**config.mk**
```make
export PLATFORM = sky130hd
export DESIGN_NAME = mrss_sorter
export DESIGN_NICKNAME = d
export VERILOG_FILES = /design/src/design/mrss_pkg.sv /design/src/design/mrss_sorter.sv
export SDC_FILE = /design/constraint.sdc
export NUM_CORES = 1
export LEC_CHECK = 0
export ABC_AREA = 1
export ABC_CLOCK_PERIOD_IN_PS = 4000
export BUFFER_PORTS_ARGS = -buffer_cell sky130_fd_sc_hd__buf_2
export CORE_MARGIN = 2
export CORE_UTILIZATION = 57
export DETAILED_ROUTE_END_ITERATION = 8
export MAX_ROUTING_LAYER = met4
export PLACE_DENSITY_LB_ADDON = 0.3
export RECOVER_POWER = 50
export SLEW_MARGIN = 15
export SYNTH_ARGS = -nofsm -noshare
export SYNTH_HDL_FRONTEND = slang
export SYNTH_SLANG_ARGS = --single-unit
```
**constraint.sdc**
```tcl
create_clock -name clk -period 4 [get_ports clk]
set_input_delay 0.4 -clock clk [delete_from_list [all_inputs] [get_ports clk]]
set_output_delay 0.4 -clock clk [all_outputs]
set_load 0.005 [all_outputs]
```
**src/design/mrss_pkg.sv**
```systemverilog
// Shared types and constants for the matrix row-sum sort block.
// Used by mrss_elem_ram, mrss_sorter and matrix_row_sum_sort.
`default_nettype none

package mrss_pkg;

    localparam int MAX_DIM   = 16;
    localparam int DIM_W     = $clog2(MAX_DIM);
    localparam int MEM_DEPTH = MAX_DIM * MAX_DIM;
    localparam int ADDR_W    = $clog2(MEM_DEPTH);
    localparam int SIZE_W    = 5;
    localparam int ELEM_W    = 32;
    localparam int SUM_W     = 40;

    typedef enum logic [1:0] {
        ST_IDLE,
        ST_INSERT,
        ST_PUT
    } state_t;

    typedef struct packed {
        logic                    start;
        logic [DIM_W-1:0]        row;
        logic signed [SUM_W-1:0] key;
    } sort_cmd_t;

    function automatic logic [ADDR_W-1:0] elem_addr(
        input logic [DIM_W-1:0] row,
        input logic [DIM_W-1:0] col
    );
        elem_addr = ADDR_W'(row) * ADDR_W'(MAX_DIM) + ADDR_W'(col);
    endfunction

endpackage

`default_nettype wire

```
**src/design/mrss_sorter.sv**
```systemverilog
// Stable insertion of row sums, one compare-and-shift step per cycle.
// Holds sorted sums and row order; depends on mrss_pkg.
`default_nettype none

module mrss_sorter (
    input  wire logic                          clk,
    input  wire logic                          rst_n,
    input  wire mrss_pkg::sort_cmd_t           cmd,
    input  wire logic [mrss_pkg::DIM_W-1:0]    rd_idx,
    output logic      [mrss_pkg::DIM_W-1:0]    order_rd,
    output logic                               done
);

    logic signed [mrss_pkg::SUM_W-1:0] keys_reg  [mrss_pkg::MAX_DIM];
    logic        [mrss_pkg::DIM_W-1:0] order_reg [mrss_pkg::MAX_DIM];
    logic        [mrss_pkg::DIM_W-1:0] pos_reg;
    logic        [mrss_pkg::DIM_W-1:0] row_reg;
    logic signed [mrss_pkg::SUM_W-1:0] key_reg;
    logic                              busy_reg;
    logic                              busy_next;
    logic        [mrss_pkg::DIM_W-1:0] prev;
    logic        [mrss_pkg::DIM_W-1:0] rd_addr;
    logic                              shift;

    assign prev     = pos_reg - mrss_pkg::DIM_W'(1);
    assign rd_addr  = busy_reg ? prev : rd_idx;
    assign order_rd = order_reg[rd_addr];
    assign shift    = busy_reg && (pos_reg != '0) && (keys_reg[prev] > key_reg);
    assign done     = busy_reg && !shift;

    always_comb
    begin
        busy_next = busy_reg;
        if (cmd.start)
        begin
            busy_next = 1'b1;
        end
        else if (done)
        begin
            busy_next = 1'b0;
        end
    end

    always_ff @(posedge clk or negedge rst_n)
    begin
        if (!rst_n)
        begin
            busy_reg <= 1'b0;
        end
        else
        begin
            busy_reg <= busy_next;
        end
    end

    always_ff @(posedge clk)
    begin
        if (cmd.start)
        begin
            pos_reg <= cmd.row;
            row_reg <= cmd.row;
            key_reg <= cmd.key;
        end
        else if (shift)
        begin
            keys_reg[pos_reg]  <= keys_reg[prev];
            order_reg[pos_reg] <= order_rd;
            pos_reg            <= prev;
        end
        else if (busy_reg)
        begin
            keys_reg[pos_reg]  <= key_reg;
            order_reg[pos_reg] <= row_reg;
        end
    end

endmodule

`default_nettype wire
```
==> qor.csv, run 1 <==
stage,metric,value,unit
die,ioPinCount,56,
placement,place_inst,3148,
clocking,htree_levels,3,
clocking,clock-root-buffer,clkbuf_16,
setup_path,crit_path_max_incr_delay,0.46,ns
outcome,violations,"capacitance limit, slew limit, setup timing",
route,drtPass1Iterations,6,
layout,stdcell_count,3462,
logic_synthesis,synthSimpleGateAreaFrac,12.8,%
setup_path,r2r_slack,-0.55,ns
layout,drive_above_1_share,25.4,%
route,via_count,23300,
sta,drv_slew,54,
clocking,worst_setup_hold_path_clk_slew,0.06,ns
sta,hold_violations,0,
route,totalWireLength,102000,µm
placement,place.detailed.hpwl,42800,µm
grt,grt_pass1_wl,136000,µm
setup_path,required,3.60,ns
setup_path,critPathKind,flip-flop to primary output,
sta,fin_ws,-0.751,ns
route,wl_per_cell,29.5,µm
sta,fin_skew,0.0261,ns
logic_synthesis,ys_seq_elements,753,
sta,rsz0062_at_grt,true,
route,drc_errors,0,
sta,finalSetupViolCount,709,
sta,worst-slew-pin-transition,3.39,ns
logic_synthesis,synth_xor_area_share,0.0521,%
setup_path,cp_max_fo,8,
logic_synthesis,ys.warnings.count,0,
logic_synthesis,synthMuxAreaShare,0,%
sta,timing.fmax,210,MHz
route,ant_nets,0,
placement,io_buffers,55,
placement,gp_congestion,0.854,
layout,largest_reg_flops,640,
outcome,run_status,"finished, violations left",
route,viasPerCell,6.74,
setup_path,r2r_cells,27,
sta,min_period_over_period,119,%
clocking,insertion_delay,0.63,ns
grt,antenna_found_initial,1,
clocking,cts.sinks,753,
grt,grt_pass1_vias,22200,
die,die_w,238,µm
run,maxCapViolations,1,
setup_path,r2r-start,pos_reg[0],
die,initial_core_util,57.8,%
sta,slew_headroom,-126,%
grt,grt_max_degree,80,
layout,nNetsFinal,2803,
layout,layout_common_cells,"edfxtp_1 (752), nand2_1 (533), nand3_1 (183)",
die,design.core.area,54000,µm²
layout,final_common_cell,edfxtp_1,
die,dieArea,56700,µm²
logic_synthesis,postSynthCellCount,2450,
setup_path,critPathBufInv,10,
min_path,holdCritPathClass,input pin to async pin,
logic_synthesis,synth-adder-area-share,1.76,%
die,rows,85,
layout,syn_to_final_growth,29.2,%
die,die_h,238,µm
clocking,cts_buffers,75,
logic_synthesis,synth.avg_cell_area,12.8,µm²
logic_synthesis,ys_types,38,
logic_synthesis,ys_seq_area_share,72.4,%
setup_path,critPathTopFamily,buffers and inverters,
layout,fillers,2917,
route,dr.first_iter.drc_count,3512,
sta,final.min_clock_period,4.75,ns
placement,pre_cts_slack,-0.190,ns
grt,grt_overflow,0,
logic_synthesis,synth_fp_nets,2545,
logic_synthesis,synth_area,31200,µm²
setup_path,worstSetupEndpointType,primary output,
setup_path,worstPathArrival,4.35,ns
clocking,cts_tree,yes,
logic_synthesis,synth_top_family_by_area,simple AND/OR/NAND/NOR gates,
clocking,cts_buffer_depth,3,
layout,antenna_cells,0,
setup_path,cp-start-kind,flip-flop,
logic_synthesis,synth_compound_area_share,9.21,%
setup_path,slowest_stage,edfxtp_1,
setup_path,rr_endpoint,keys_reg[13][23],
grt,grt_util_all_layers,33.6,%
sta,tns,-336.23,ns
worst max path at each step:
stage | end | slack (ns) | cells after the start | start
2_1_floorplan | keys_reg[0][12] | 0.008 | 28 | pos_reg[0]
3_3_place_gp | keys_reg[14][1] | -0.14 | 24 | pos_reg[0]
3_5_place_dp | keys_reg[15][32] | -0.19 | 23 | pos_reg[0]
4_1_cts | done | -0.37 | 25 | pos_reg[0]
5_1_grt | done | -0.81 | 25 | pos_reg[0]
6_report | done | -0.75 | 25 | pos_reg[0]
stage by stage:
stage               area (µm²)  util, %  hold slack, ns
finish                   40400     74.7          0.0930
global route             40400     74.7          0.0814
CTS                      38200     70.8          0.0741
detailed placement       33200     61.4           0.175
global placement         33200     61.4           0.174
floorplan                31300        -           0.104
worst register-to-register path: stages (launching register included):
cell and delay, ns:
edfxtp_1 0.46, inv_8 0.06, ha_4 0.33, buf_12 0.14, clkinv_16 0.09, buf_12 0.17
buf_12 0.14, buf_16 0.13, a32o_1 0.27, o211ai_1 0.23, nand2_1 0.10, inv_2 0.12
ha_4 0.16, nand2_1 0.12, nor2_4 0.16, and2_4 0.18, nand2_1 0.11, nand2_1 0.12
nand2_2 0.08, nand2_2 0.08, nand2_2 0.06, nand3_4 0.10, buf_6 0.10, buf_8 0.12
nand2_8 0.13, clkbuf_16 0.26, nand2_8 0.12, nand2_2 0.14
metal layers:
metal,track usage [%],part of all wire [%],vias to the layer above
li1,-,-,9553
met1,42.9,33,11200
met2,52.0,47,2047
met3,6.65,14,532
met4,16.9,6.7,0
met5,-,0,-
what timing repair did:
action	CTS	global route
buffers inserted	50	28
pin swaps	86	77
gates resized for setup	220	295
endpoints found under the hold margin	45	0
hold buffers	45	0
endpoints found under the setup margin	709	709
gates cloned	28	33
synth_stat cells, drive strengths merged:
cell / n / share of area [%]
a21o: 1 / 0.024
nand3: 225 / 3.8
o21ai: 66 / 1.1
or2: 2 / 0.040
inv: 93 / 1.1
a21oi: 173 / 2.8
nand2: 640 / 7.7
ha: 44 / 1.8
and2: 1 / 0.020
dfrtp: 1 / 0.080
a21boi: 1 / 0.024
buf: 120 / 2.1
o22ai: 10 / 0.20
clkbuf: 35 / 0.42
clkinv: 15 / 0.18
a32o: 46 / 1.5
o211ai: 57 / 1.4
nand4: 2 / 0.040
o221ai: 17 / 0.48
a221o: 56 / 1.8
edfxtp: 752 / 72
xor2: 1 / 0.052
nor2: 91 / 1.1
nor3: 1 / 0.016
area by class of cell:
type	count	area [µm²]	area share, %
clock inverter	42	379	0.939
multi-input combinational	1456	10000	24.8
clock buffer	93	1990	4.92
sequential	753	22600	56.0
timing repair buffer	313	4030	9.98
tap	696	871	2.16
timing repair inverter	1	20.0	0.0496
inverter	108	473	1.17
logic make-up (layout without fill, tap and decap cells):
group / after synthesis / after routing
XOR/XNOR: 1 / 1
buffers and inverters: 263 / 557
AO/OA/AOI/OAI: 427 / 427
flip-flops: 753 / 753
adder cells (fa/ha/maj): 44 / 44
AND/OR/NAND/NOR: 962 / 984
Power of run 1 is not shown: default switching activity piles up to over one toggle a cycle in this logic, so the estimate is an artifact.
==> run 2: changes to the inputs <==
- SETUP_SLACK_MARGIN: not set -> 0.3
==> run 2 against run 1 <==
Compared with the run above: the run still ends with capacitance limit, slew limit, setup timing left; design area is 5.5% lower; sequential share of layout area up 3.2 points; critical path depth fell by 1; via count fell by 7.1%; highest routed layer unchanged; worst hold slack better by 0.00068 ns; setup slack gained 0.21 ns; die area stayed put.
==> qor.csv, run 2 (same netlist as run 1, synthesis figures left out) <==
stage,metric,value,unit,change
layout,syn_to_final_growth,22.2,%,was 29.2%
route,ant_nets,0,,unchanged
placement,place_inst,3168,,was 3148
placement,pre_cts_slack,-0.328,ns,was -0.190 ns
route,dr.first_iter.drc_count,2725,,was 3512
clocking,htree_levels,3,,unchanged
setup_path,required,3.60,ns,about the same
die,dieArea,56700,µm²,unchanged
clocking,clock-root-buffer,clkbuf_16,,unchanged
die,ioPinCount,56,,unchanged
sta,fin_skew,0.0255,ns,was 0.0261 ns
setup_path,worstSetupEndpointType,primary output,,unchanged
grt,antenna_found_initial,0,,was 1
setup_path,crit_chain,inv_8 > buf_4 > buf_16 > buf_4 > nand2_1 > a32o_1 > o211ai_1 > nand2_1 > inv_2 > ha_1 > nand2_1 > nor2_4 > nand2_2 > inv_1 > nand2_1 > nand2_2 > nor2_4 > nand2_2 > nand2_2 > nand3_4 > buf_6 > nand2_4 > inv_2 > buf_6,,
clocking,insertion_delay,0.64,ns,was 0.63 ns
clocking,cts_tree,yes,,unchanged
sta,worst-slew-pin-transition,3.67,ns,was 3.39 ns
setup_path,slowest_stage,edfxtp_1,,unchanged
layout,layout_common_cells,"edfxtp_1 (752), nand2_1 (552), nand3_1 (203)",,"was edfxtp_1 (752), nand2_1 (533), nand3_1 (183)"
placement,io_buffers,55,,unchanged
layout,final_common_cell,edfxtp_1,,unchanged
outcome,violations,"capacitance limit, slew limit, setup timing",,unchanged
grt,grt_overflow,0,,unchanged
layout,antenna_cells,0,,unchanged
grt,grt_util_all_layers,31.0,%,was 33.6%
die,rows,85,,unchanged
setup_path,r2r-start,pos_reg[0],,unchanged
clocking,cts_buffer_depth,3,,unchanged
die,die_h,238,µm,unchanged
layout,drive_above_1_share,20.6,%,was 25.4%
grt,grt_pass1_vias,20900,,was 22200
placement,gp_congestion,0.827,,was 0.854
sta,drv_slew,173,,was 54
sta,finalSetupViolCount,709,,unchanged
sta,worst_hold_slack,0.0937,ns,was 0.0930 ns
setup_path,critPathKind,flip-flop to primary output,,unchanged
run,maxCapViolations,9,,was 1
sta,hold_violations,0,,unchanged
layout,largest_reg_flops,640,,unchanged
sta,final.min_clock_period,4.54,ns,was 4.75 ns
die,design.core.area,54000,µm²,unchanged
layout,stdcell_count,3401,,was 3462
setup_path,cp-start-kind,flip-flop,,unchanged
min_path,holdCritPathClass,input pin to async pin,,unchanged
route,drc_errors,0,,unchanged
sta,min_period_over_period,114,%,was 119%
setup_path,cp_max_fo,26,,was 8
setup_path,worstPathArrival,4.14,ns,was 4.35 ns
route,drtPass1Iterations,6,,unchanged
clocking,worst_setup_hold_path_clk_slew,0.06,ns,about the same
placement,place.detailed.hpwl,43800,µm,was 42800 µm
clocking,cts_buffers,75,,unchanged
route,totalWireLength,88000,µm,was 102000 µm
grt,grt_pass1_wl,126000,µm,was 136000 µm
sta,slew_headroom,-144,%,was -126%
clocking,cts.sinks,753,,unchanged
sta,timing.fmax,220,MHz,was 210 MHz
layout,nNetsFinal,2744,,was 2803
outcome,run_status,"finished, violations left",,unchanged
die,die_w,238,µm,unchanged
route,viasPerCell,6.37,,was 6.74
die,initial_core_util,57.8,%,unchanged
sta,rsz0062_at_grt,true,,unchanged
setup_path,crit_path_max_incr_delay,0.50,ns,was 0.46 ns
setup_path,critPathBufInv,9,,was 10
route,via_count,21700,,was 23300
setup_path,startpoint,pos_reg[0],,unchanged
grt,grt_max_degree,107,,was 80
route,wl_per_cell,25.9,µm,was 29.5 µm
setup_path,critPathTopFamily,buffers and inverters,,unchanged
sta,fin_ws,-0.540,ns,was -0.751 ns
run 2: worst paths after layout:
kind | end | slack, ns | cells after the start
setup / recovery | done | -0.54 | 24
min in group clk | key_reg[0] | 0.48 | 2
setup reg to reg | keys_reg[10][23] | -0.34 | 25
hold / removal | busy_reg | 0.09 | 2
max in group asynchronous | busy_reg | 3.78 | 2
hold reg to reg | keys_reg[11][31] | 0.77 | 2
run 2: metal layers:
| metal | track usage, % | vias to the layer above | part of all wire [%] |
|---|---|---|---|
| met2 | 47.9 | 1430 | 47 |
| li1 | - | 9389 | - |
| met5 | - | - | 0 |
| met3 | 5.50 | 312 | 11 |
| met1 | 41.7 | 10500 | 37 |
| met4 | 11.3 | 0 | 4.6 |
run 2: worst reg2reg max path, stage by stage (launching register included):
cell and delay [ns]:
edfxtp_1 0.50, inv_8 0.11, buf_4 0.19, buf_16 0.20, buf_4 0.29, nand2_1 0.12, a32o_1 0.24, o211ai_1 0.20
nand2_1 0.13, inv_2 0.16, ha_1 0.25, nand2_1 0.10, nor2_4 0.04, nand2_2 0.09, inv_1 0.05, nand2_1 0.07
nand2_2 0.07, nor2_4 0.13, nand3_2 0.12, nand3_4 0.10, buf_4 0.12, buf_8 0.14, nand2_8 0.13, buf_12 0.22
nand2_1 0.10, nand2_2 0.16
run 2: what timing repair did:
action                     in CTS  in global routing
hold endpoints to repair       45                  0
resized for setup             108                188
setup endpoints to repair     710                714
hold buffers                   45                  0
buffers inserted               19                 11
pin swaps                      46                 82
cloned                         14                 11
run 2: layout make-up:
| cell class | instances | area [µm²] |
|---|---|---|
| multi-input combinational | 1441 | 8800 |
| inverter | 108 | 438 |
| fill | 3419 | 15900 |
| timing repair inverter | 1 | 11.3 |
| tap | 696 | 871 |
| sequential | 753 | 22600 |
| clock buffer | 92 | 1940 |
| timing repair buffer | 269 | 3080 |
| clock inverter | 41 | 429 |
run 2: through the flow:
stage / instance area (µm²) / TNS, ns / util, %
after CTS: 37200 / -80.72 / 68.8
after global placement: 33300 / -156.41 / 61.7
after detailed placement: 33300 / -206.87 / 61.7
after global routing: 38200 / -304.03 / 70.7
final: 38200 / -193.18 / 70.7
after floorplan: 31500 / 0 / -
Power of run 2 is left out for the same reason.
